==> src/ncc_pkg.sv <==
package ncc_pkg;

    // configuration port
    localparam int CFG_DATA_W = 50;
    localparam int CFG_IDX_W  = 3;
    localparam int MASK_W     = 32;
    localparam int PACK_W     = 32;
    localparam int COLS_W     = 3;

    typedef enum logic [CFG_IDX_W-1:0] {
        REG_CUTOFF_SQ   = 3'd0,
        REG_CENTER_GRP  = 3'd1,
        REG_NEIGHBOR_GRP= 3'd2,
        REG_COLUMNS     = 3'd3,
        REG_TYPE_LOW    = 3'd4,
        REG_TYPE_HIGH   = 3'd5
    } ncc_cfg_idx_t;

    // distance datapath
    localparam int EXT_W  = 33;                 // holds |diff| for coordinates up to 32 bits
    localparam int MAG_W  = 26;                 // clamped magnitude, up to 2^25
    localparam int SQ_W   = 2 * MAG_W;
    localparam int SUM_W  = SQ_W + 2;
    localparam logic [EXT_W-1:0] DIFF_CLAMP = 33'h0_0200_0000;

    // result word
    localparam int OUT_COLS    = 4;
    localparam int OUT_CNT_W   = 10;
    localparam int OUT_CNT_MAX = 1023;
    localparam int CNT_EXT_W   = 16;
    localparam int OUT_DATA_W  = 48;

    typedef struct packed {
        logic upd;      // item leaves the distance stage this cycle
        logic count;    // item is eligible and inside the cutoff
        logic last;     // final item of the centre atom
    } ncc_ctl_t;

endpackage

==> src/ncc_mag.sv <==
module ncc_mag #(
    parameter int COORD_BITS = 24
) (
    input  logic signed [COORD_BITS-1:0] a,
    input  logic signed [COORD_BITS-1:0] b,
    output logic [ncc_pkg::MAG_W-1:0]    mag
);
    import ncc_pkg::*;

    logic signed [COORD_BITS:0] diff;
    logic [COORD_BITS:0]        abs_diff;
    logic [EXT_W-1:0]           wide;

    always_comb
    begin
        diff     = {a[COORD_BITS-1], a} - {b[COORD_BITS-1], b};
        abs_diff = diff[COORD_BITS] ? (COORD_BITS+1)'(-diff) : diff;
        wide     = EXT_W'(abs_diff);
        // anything clamped squares past the widest cutoff
        mag = (wide > DIFF_CLAMP) ? DIFF_CLAMP[MAG_W-1:0] : wide[MAG_W-1:0];
    end

endmodule

==> src/ncc_col_bank.sv <==
module ncc_col_bank #(
    parameter int NUM_COLUMNS = 4,
    parameter int COUNT_BITS  = 10
) (
    input  logic                                      clk,
    input  logic                                      rst_n,
    input  ncc_pkg::ncc_ctl_t                         ctl,
    input  logic [NUM_COLUMNS-1:0]                    col_hit,
    output logic [NUM_COLUMNS-1:0][COUNT_BITS-1:0]    counts_now
);
    import ncc_pkg::*;

    logic [NUM_COLUMNS-1:0][COUNT_BITS-1:0] counts_reg;
    logic [NUM_COLUMNS-1:0][COUNT_BITS-1:0] counts_next;

    always_comb
    begin
        for (int m = 0; m < NUM_COLUMNS; m++)
        begin
            // saturating increment
            counts_now[m] = counts_reg[m] + COUNT_BITS'(ctl.count && col_hit[m]
                                                       && (counts_reg[m] != '1));
            if (!ctl.upd)
                counts_next[m] = counts_reg[m];
            else if (ctl.last)
                counts_next[m] = '0;
            else
                counts_next[m] = counts_now[m];
        end
    end

    always_ff @(posedge clk or negedge rst_n)
    begin
        if (!rst_n)
            counts_reg <= '0;
        else
            counts_reg <= counts_next;
    end

endmodule

==> src/neighbor_coordination_counter_unit.sv <==
// Coordination-number counter.
// s_* carries one word per neighbor-list entry: centre and neighbor coordinates
// (signed fixed point, 12 fraction bits), both group masks and the neighbor
// type; tuser flags a real neighbor, tlast marks the centre's final entry.
// A neighbor counts in column m when its mask meets the neighbor group, the
// centre is in the centre group, its squared distance is below the cutoff and
// its type lies in column m's inclusive range. Counts saturate.
// m_* emits one word per centre atom, on its tlast entry: four 10-bit counts
// and a centre-counted flag; counts then clear. An empty list is sent as one
// entry with tuser low and tlast high.
// cfg_* writes registers by index; the user writes only while no atom is in
// flight, which the block does not enforce. A tlast word passes the input
// register and the square register, then loads the result register (m_tvalid).
// One word per cycle while s_tready is high; the only loop is the counter update
// in the last stage. Reset clears pipeline, counts and registers to defaults.
// When m_tready is low the result stays in the output register; words without
// tlast keep flowing. A second tlast word then waits in the square register,
// one more word fills the input register, and after that s_tready drops.
module neighbor_coordination_counter_unit #(
    parameter int NUM_COLUMNS = 4,
    parameter int COORD_BITS  = 24,
    parameter int COUNT_BITS  = 10,
    parameter int TYPE_BITS   = 8
) (
    input  logic                                 clk,
    input  logic                                 rst_n,
    // lowest bit up: center_x, center_y, center_z, center_mask, neighbor_x,
    // neighbor_y, neighbor_z, neighbor_mask, neighbor_type, zero fill
    input  logic [((6*COORD_BITS+64+TYPE_BITS+7)/8)*8-1:0] s_tdata,
    input  logic                                 s_tuser,   // neighbor_valid
    input  logic                                 s_tlast,   // last_neighbor
    input  logic                                 s_tvalid,
    output logic                                 s_tready,
    // lowest bit up: count_col0..count_col3, center_counted, zero fill
    output logic [ncc_pkg::OUT_DATA_W-1:0]       m_tdata,
    output logic                                 m_tvalid,
    input  logic                                 m_tready,
    input  logic                                 cfg_wr_en,
    input  logic [ncc_pkg::CFG_IDX_W-1:0]        cfg_index,
    input  logic [ncc_pkg::CFG_DATA_W-1:0]       cfg_data
);
    import ncc_pkg::*;

    localparam int OFF_CX = 0;
    localparam int OFF_CY = COORD_BITS;
    localparam int OFF_CZ = 2 * COORD_BITS;
    localparam int OFF_CM = 3 * COORD_BITS;
    localparam int OFF_NX = 3 * COORD_BITS + MASK_W;
    localparam int OFF_NY = 4 * COORD_BITS + MASK_W;
    localparam int OFF_NZ = 5 * COORD_BITS + MASK_W;
    localparam int OFF_NM = 6 * COORD_BITS + MASK_W;
    localparam int OFF_NT = 6 * COORD_BITS + 2 * MASK_W;

    // ---------------- configuration registers ----------------
    logic [CFG_DATA_W-1:0] cutoff_sq_reg;
    logic [MASK_W-1:0]     center_grp_reg;
    logic [MASK_W-1:0]     neighbor_grp_reg;
    logic [COLS_W-1:0]     columns_used_reg;
    logic [PACK_W-1:0]     type_low_reg;
    logic [PACK_W-1:0]     type_high_reg;

    always_ff @(posedge clk or negedge rst_n)
    begin
        if (!rst_n)
        begin
            cutoff_sq_reg    <= '0;
            center_grp_reg   <= MASK_W'(1);
            neighbor_grp_reg <= MASK_W'(1);
            columns_used_reg <= COLS_W'(1);
            type_low_reg     <= PACK_W'(1);
            type_high_reg    <= PACK_W'(255);
        end
        else if (cfg_wr_en)
        begin
            case (cfg_index)
                REG_CUTOFF_SQ:    cutoff_sq_reg    <= cfg_data;
                REG_CENTER_GRP:   center_grp_reg   <= cfg_data[MASK_W-1:0];
                REG_NEIGHBOR_GRP: neighbor_grp_reg <= cfg_data[MASK_W-1:0];
                REG_COLUMNS:      columns_used_reg <= cfg_data[COLS_W-1:0];
                REG_TYPE_LOW:     type_low_reg     <= cfg_data[PACK_W-1:0];
                REG_TYPE_HIGH:    type_high_reg    <= cfg_data[PACK_W-1:0];
                default: ;
            endcase
        end
    end

    // ---------------- handshake chain ----------------
    logic s1_valid_reg, s2_valid_reg, out_valid_reg;
    logic s2_last_reg;
    logic out_free, s2_fire, s2_free, s1_fire, in_fire;

    assign out_free = !out_valid_reg || m_tready;
    // only a tlast word needs room in the output register
    assign s2_fire  = s2_valid_reg && (!s2_last_reg || out_free);
    assign s2_free  = !s2_valid_reg || s2_fire;
    assign s1_fire  = s1_valid_reg && s2_free;
    assign s_tready = !s1_valid_reg || s1_fire;
    assign in_fire  = s_tvalid && s_tready;

    // ---------------- front: magnitudes, masks, type ranges ----------------
    logic [2:0][MAG_W-1:0]  mag_in;
    logic [NUM_COLUMNS-1:0] match_in;
    logic                   centre_in, eligible_in;
    logic [TYPE_BITS-1:0]   ntype;

    ncc_mag #(.COORD_BITS(COORD_BITS)) u_mag_x (
        .a   (s_tdata[OFF_CX +: COORD_BITS]),
        .b   (s_tdata[OFF_NX +: COORD_BITS]),
        .mag (mag_in[0])
    );
    ncc_mag #(.COORD_BITS(COORD_BITS)) u_mag_y (
        .a   (s_tdata[OFF_CY +: COORD_BITS]),
        .b   (s_tdata[OFF_NY +: COORD_BITS]),
        .mag (mag_in[1])
    );
    ncc_mag #(.COORD_BITS(COORD_BITS)) u_mag_z (
        .a   (s_tdata[OFF_CZ +: COORD_BITS]),
        .b   (s_tdata[OFF_NZ +: COORD_BITS]),
        .mag (mag_in[2])
    );

    assign ntype       = s_tdata[OFF_NT +: TYPE_BITS];
    assign centre_in   = (s_tdata[OFF_CM +: MASK_W] & center_grp_reg) != '0;
    assign eligible_in = centre_in && s_tuser
                         && ((s_tdata[OFF_NM +: MASK_W] & neighbor_grp_reg) != '0);

    for (genvar m = 0; m < NUM_COLUMNS; m++)
    begin : g_range
        if ((m + 1) * TYPE_BITS <= PACK_W)
        begin : g_fit
            localparam logic [COLS_W:0] COL_NUM = (COLS_W+1)'(m);
            assign match_in[m] = (COL_NUM < {1'b0, columns_used_reg})
                && (ntype >= type_low_reg[m*TYPE_BITS +: TYPE_BITS])
                && (ntype <= type_high_reg[m*TYPE_BITS +: TYPE_BITS]);
        end
        else
        begin : g_nofit
            // bounds do not fit the packed register
            assign match_in[m] = 1'b0;
        end
    end

    // ---------------- stage 1: input register ----------------
    logic [2:0][MAG_W-1:0]  s1_mag_reg;
    logic [NUM_COLUMNS-1:0] s1_match_reg;
    logic                   s1_centre_reg, s1_elig_reg, s1_last_reg;

    always_ff @(posedge clk or negedge rst_n)
    begin
        if (!rst_n)
            s1_valid_reg <= 1'b0;
        else if (s_tready)
            s1_valid_reg <= s_tvalid;
    end

    always_ff @(posedge clk)
    begin
        if (in_fire)
        begin
            s1_mag_reg    <= mag_in;
            s1_match_reg  <= match_in;
            s1_centre_reg <= centre_in;
            s1_elig_reg   <= eligible_in;
            s1_last_reg   <= s_tlast;
        end
    end

    // ---------------- stage 2: squares ----------------
    logic [2:0][SQ_W-1:0]   sq_in;
    logic [2:0][SQ_W-1:0]   s2_sq_reg;
    logic [NUM_COLUMNS-1:0] s2_match_reg;
    logic                   s2_centre_reg, s2_elig_reg;

    always_comb
    begin
        for (int k = 0; k < 3; k++)
            sq_in[k] = s1_mag_reg[k] * s1_mag_reg[k];
    end

    always_ff @(posedge clk or negedge rst_n)
    begin
        if (!rst_n)
            s2_valid_reg <= 1'b0;
        else if (s2_free)
            s2_valid_reg <= s1_valid_reg;
    end

    always_ff @(posedge clk)
    begin
        if (s1_fire)
        begin
            s2_sq_reg     <= sq_in;
            s2_match_reg  <= s1_match_reg;
            s2_centre_reg <= s1_centre_reg;
            s2_elig_reg   <= s1_elig_reg;
            s2_last_reg   <= s1_last_reg;
        end
    end

    // ---------------- stage 3: cutoff compare and counters ----------------
    logic [SUM_W-1:0] rsq;
    ncc_ctl_t         ctl;
    logic [NUM_COLUMNS-1:0][COUNT_BITS-1:0] counts_now;

    assign rsq = SUM_W'(s2_sq_reg[0]) + SUM_W'(s2_sq_reg[1]) + SUM_W'(s2_sq_reg[2]);

    always_comb
    begin
        ctl.upd   = s2_fire;
        ctl.count = s2_elig_reg && (rsq < SUM_W'(cutoff_sq_reg));
        ctl.last  = s2_last_reg;
    end

    ncc_col_bank #(
        .NUM_COLUMNS (NUM_COLUMNS),
        .COUNT_BITS  (COUNT_BITS)
    ) u_col_bank (
        .clk        (clk),
        .rst_n      (rst_n),
        .ctl        (ctl),
        .col_hit    (s2_match_reg),
        .counts_now (counts_now)
    );

    // result word: counts clamp to the 10-bit field, absent columns read zero
    logic [OUT_COLS-1:0][OUT_CNT_W-1:0] col_out;

    for (genvar m = 0; m < OUT_COLS; m++)
    begin : g_out
        if (m < NUM_COLUMNS)
        begin : g_present
            logic [CNT_EXT_W-1:0] ext;
            assign ext = CNT_EXT_W'(counts_now[m]);
            assign col_out[m] = !s2_centre_reg ? '0 :
                                (ext > CNT_EXT_W'(OUT_CNT_MAX)) ? OUT_CNT_W'(OUT_CNT_MAX) :
                                ext[OUT_CNT_W-1:0];
        end
        else
        begin : g_absent
            assign col_out[m] = '0;
        end
    end

    // ---------------- output register ----------------
    logic [OUT_DATA_W-1:0] out_data_reg;

    always_ff @(posedge clk or negedge rst_n)
    begin
        if (!rst_n)
            out_valid_reg <= 1'b0;
        else if (s2_fire && s2_last_reg)
            out_valid_reg <= 1'b1;
        else if (m_tready)
            out_valid_reg <= 1'b0;
    end

    always_ff @(posedge clk)
    begin
        if (s2_fire && s2_last_reg)
            out_data_reg <= OUT_DATA_W'({s2_centre_reg, col_out});
    end

    assign m_tvalid = out_valid_reg;
    assign m_tdata  = out_data_reg;

`ifndef SYNTHESIS
    // a centre outside its group reports all counts as zero
    a_zero_when_uncounted: assert property (@(posedge clk) disable iff (!rst_n)
        (m_tvalid && !m_tdata[OUT_COLS*OUT_CNT_W]) |-> (m_tdata[OUT_COLS*OUT_CNT_W-1:0] == '0))
        else $error("uncounted centre reported nonzero counts");

    // a tlast word blocked by a full output register stays in stage 2
    a_last_held: assert property (@(posedge clk) disable iff (!rst_n)
        (s2_valid_reg && s2_last_reg && !out_free) |=> (s2_valid_reg && s2_last_reg))
        else $error("final word dropped while output stalled");
`endif

endmodule
==> config.mk <==
export PLATFORM = sky130hd
export DESIGN_NAME = neighbor_coordination_counter_unit
export DESIGN_NICKNAME = d
export VERILOG_FILES = /design/src/ncc_pkg.sv /design/src/ncc_mag.sv /design/src/ncc_col_bank.sv /design/src/neighbor_coordination_counter_unit.sv
export SDC_FILE = /design/constraint.sdc
export NUM_CORES = 2
export LEC_CHECK = 0
export BUFFER_PORTS_ARGS = -buffer_cell sky130_fd_sc_hd__buf_4
export CORE_MARGIN = 2
export CORE_UTILIZATION = 46
export CTS_BUF_LIST = sky130_fd_sc_hd__clkbuf_8
export CTS_CLUSTER_SIZE = 14
export DETAILED_ROUTE_END_ITERATION = 16
export SLEW_MARGIN = 40
export SYNTH_ARGS = -nofsm -noshare
export SYNTH_HDL_FRONTEND = slang
export SYNTH_SLANG_ARGS = --single-unit
==> constraint.sdc <==
create_clock -name clk -period 17.5 [get_ports clk]
set_input_delay 1.75 -clock clk [delete_from_list [all_inputs] [get_ports clk]]
set_output_delay 1.75 -clock clk [all_outputs]
set_load 0.05 [all_outputs]
==> metrics.yaml <==
clock_tree:
  clock_path_buffers: 3
  hold_buffers: 0
  postCtsSetupBuffers: 0
  cts_resized: 0
  cts_inserted_buffers: 92
  h-tree-depth: 3
  clkLatencyLatePin_ps: 840
  cts_sinks: 501
  clk_pin_slew_ps: 60
  cts_tree: "done"
  root_buffer: "clkbuf_8"
global_route:
  grt_antenna_before_repair: 10
  grt_pass1_wl_microns: 354000
  overflow: 0
  grt_use_total: 0.247
  grt_max_degree: 77
  grt_pass1_vias: 63661
worst_setup_path:
  crit_fanout: 17
  cp.arrival_ps: 9040
  path_class: "flip-flop to flip-flop"
  worst_setup_path_start_kind: "flip-flop"
  worst_setup_path_end_kind: "flip-flop"
  required_ps: 17970
route:
  vias: 59172
  drc: 0
  wl_microns: 220000
  wl_per_cell_microns: 19.7
  firstDrtPassIters: 6
  drt_iter0_markers: 3497
  via_per_inst: 5.28
  postRouteAntennaNets: 0
die:
  die_h_microns: 428
  io_pins: 326
  initial_core_util: 0.463
  die_w_microns: 428
  core_sq_um: 178000
  dieArea_sq_um: 183000
  row_count: 155
timing:
  finalMaxSlewViolations: 0
  grt_setup_unrepaired: "no"
  timing.fmax_ghz: 0.117
  period_needed_ps: 8560
  tns_ps: 0
  slew_headroom: 0.435
  setup_viol: 0
  final_hold_viol_count: 0
  whs_ps: 387
  fin_skew_ps: 65.1
  period_share: 0.489
  worstMarginPinSlew_ps: 848
finish:
  syn_to_final_growth_pct: 8.73
  largest_reg_flops: 147
  final_cell_mix: "1,956 x inv_1, 1,451 x fa_1, 805 x ha_1"
  postLayoutCoreUtil: 0.504
  fin_area_sq_um: 89900
  n_fill_cell: 16581
  final_common_cell: "inv_1"
  finalNetCount: 11295
  drive_gt1_frac: 0.0830
yosys:
  ys_ff_latch: 501
  synth-edff-count: 277
  synth.distinct_cells: 96
  synth_area_sq_um: 82700
  synth_area_per_cell_sq_um: 9.71
  netlist_instances: 8509
  synth_top_cell_by_area: "fa_1"
  yosysTopAreaCellShare: 0.351
  ys.warnings.count: 0
  ys_seq_area_frac: 0.169
  synth_area_leaders: "fa_1 35%, ha_1 12%, edfxtp_1 10%"
  ys.flop_type: "edfxtp_1"
  async_flop_share: 0.447
placement:
  placed_cell_area_sq_um: 87900
  io_buffers: 318
  dp_hpwl_microns: 179000
  gp_congestion: 0.909
run_status:
  status: "finished clean"
flow_run:
  maxCapViolCount: 0
worst_hold_path:
  hp-class: "flip-flop to flip-flop"
[critical path, stage by stage (launching register included)]
cell	delay [ps]
edfxtp_1	320
buf_4	300
clkinv_1	550
nor2_1	440
fa_1	500
fa_1	540
fa_1	600
inv_1	70
fa_1	480
fa_1	530
fa_1	500
inv_1	50
fa_1	470
ha_1	400
a21o_1	210
a21o_1	170
a21oi_1	120
o21ai_0	90
a21oi_1	220
o21ai_0	140
o21ai_0	340
a21oi_1	250
o21a_1	270
o311ai_0	680
[routing by layer]
metal,GRT usage,vias up,share of wire
met4,0.0866,0,0.038
met5,0,-,0
met3,0.0287,341,0.052
met2,0.424,1579,0.49
li1,-,27283,-
met1,0.322,29969,0.42
[cell families (layout without fill, tap and decap cells)]
logic type | after synthesis | in the layout | share of synthesized area
fa+ha+maj | 2256 | 2256 | 0.473
buf+inv | 2205 | 2531 | 0.101
simple gates | 1922 | 1922 | 0.115
compound gates | 1152 | 1152 | 0.0892
flops | 501 | 501 | 0.169
xor+xnor | 349 | 349 | 0.0370
mux | 122 | 122 | 0.0165
other cells | 2 | 13 | 0.0000909
[cell usage after synthesis, types with 9 or more instances]
| master | count |
|---|---|
| a211o_1 | 9 |
| a211oi_1 | 32 |
| a21boi_0 | 15 |
| a21o_1 | 182 |
| a21oi_1 | 310 |
| a221oi_1 | 13 |
| a22oi_1 | 21 |
| a311oi_1 | 9 |
| a31oi_1 | 42 |
| and2_1 | 468 |
| and3_1 | 51 |
| and4_1 | 10 |
| buf_1 | 10 |
| clkbuf_1 | 235 |
| clkinv_1 | 17 |
| dfrtp_1 | 212 |
| dfstp_2 | 12 |
| edfxtp_1 | 277 |
| fa_1 | 1451 |
| ha_1 | 805 |
| inv_1 | 1930 |
| mux2_2 | 114 |
| nand2_1 | 651 |
| nand2b_1 | 45 |
| nand3_1 | 101 |
| nand4_1 | 57 |
| nor2_1 | 330 |
| nor2b_1 | 59 |
| nor3_1 | 65 |
| nor4_1 | 15 |
| o211ai_1 | 26 |
| o21a_1 | 45 |
| o21ai_0 | 281 |
| o21ai_1 | 10 |
| o21bai_1 | 32 |
| o311ai_0 | 9 |
| o31ai_1 | 15 |
| or2_2 | 23 |
| or3_1 | 16 |
| xnor2_1 | 224 |
| xor2_1 | 125 |
[final cells by class]
class | count | area, sq um | share of cell area
diodes | 3 | 7.51 | 0.0000835
inverters | 1949 | 7320 | 0.0814
multi-input cells | 5811 | 60500 | 0.674
clock buffers | 98 | 1350 | 0.0150
flip-flops and latches | 501 | 13900 | 0.155
clock inverters | 76 | 639 | 0.00711
well taps | 2355 | 2950 | 0.0328
repair buffers | 408 | 3140 | 0.0349
[metrics by stage]
step | cells | setup slack [ps]
2_1_floorplan | 8517 | 10240
3_3_place_gp | 11017 | 8950
6_report | 11201 | 8940
5_1_grt | 11200 | 8530
4_1_cts | 11198 | 8950
3_5_place_dp | 11024 | 8970
[worst paths after layout]
check / start / end / slack [ps] / cells after the start
min in group asynchronous: rst_n / cutoff_sq_reg[4] / 810 / 1
worst max register to register: s1_mag_reg[71] / s2_sq_reg[149] / 8940 / 23
worst min-delay path: s1_match_reg[0] / s2_match_reg[0] / 390 / 0
worst max-delay path: s1_mag_reg[71] / s2_sq_reg[149] / 8940 / 23
worst min register to register: s1_match_reg[0] / s2_match_reg[0] / 390 / 0
max in group asynchronous: rst_n / cutoff_sq_reg[40] / 15270 / 3
Power is left out: the tool's default activity adds up to more than one toggle a clock period on the data nets, which glitch-free logic cannot reach.
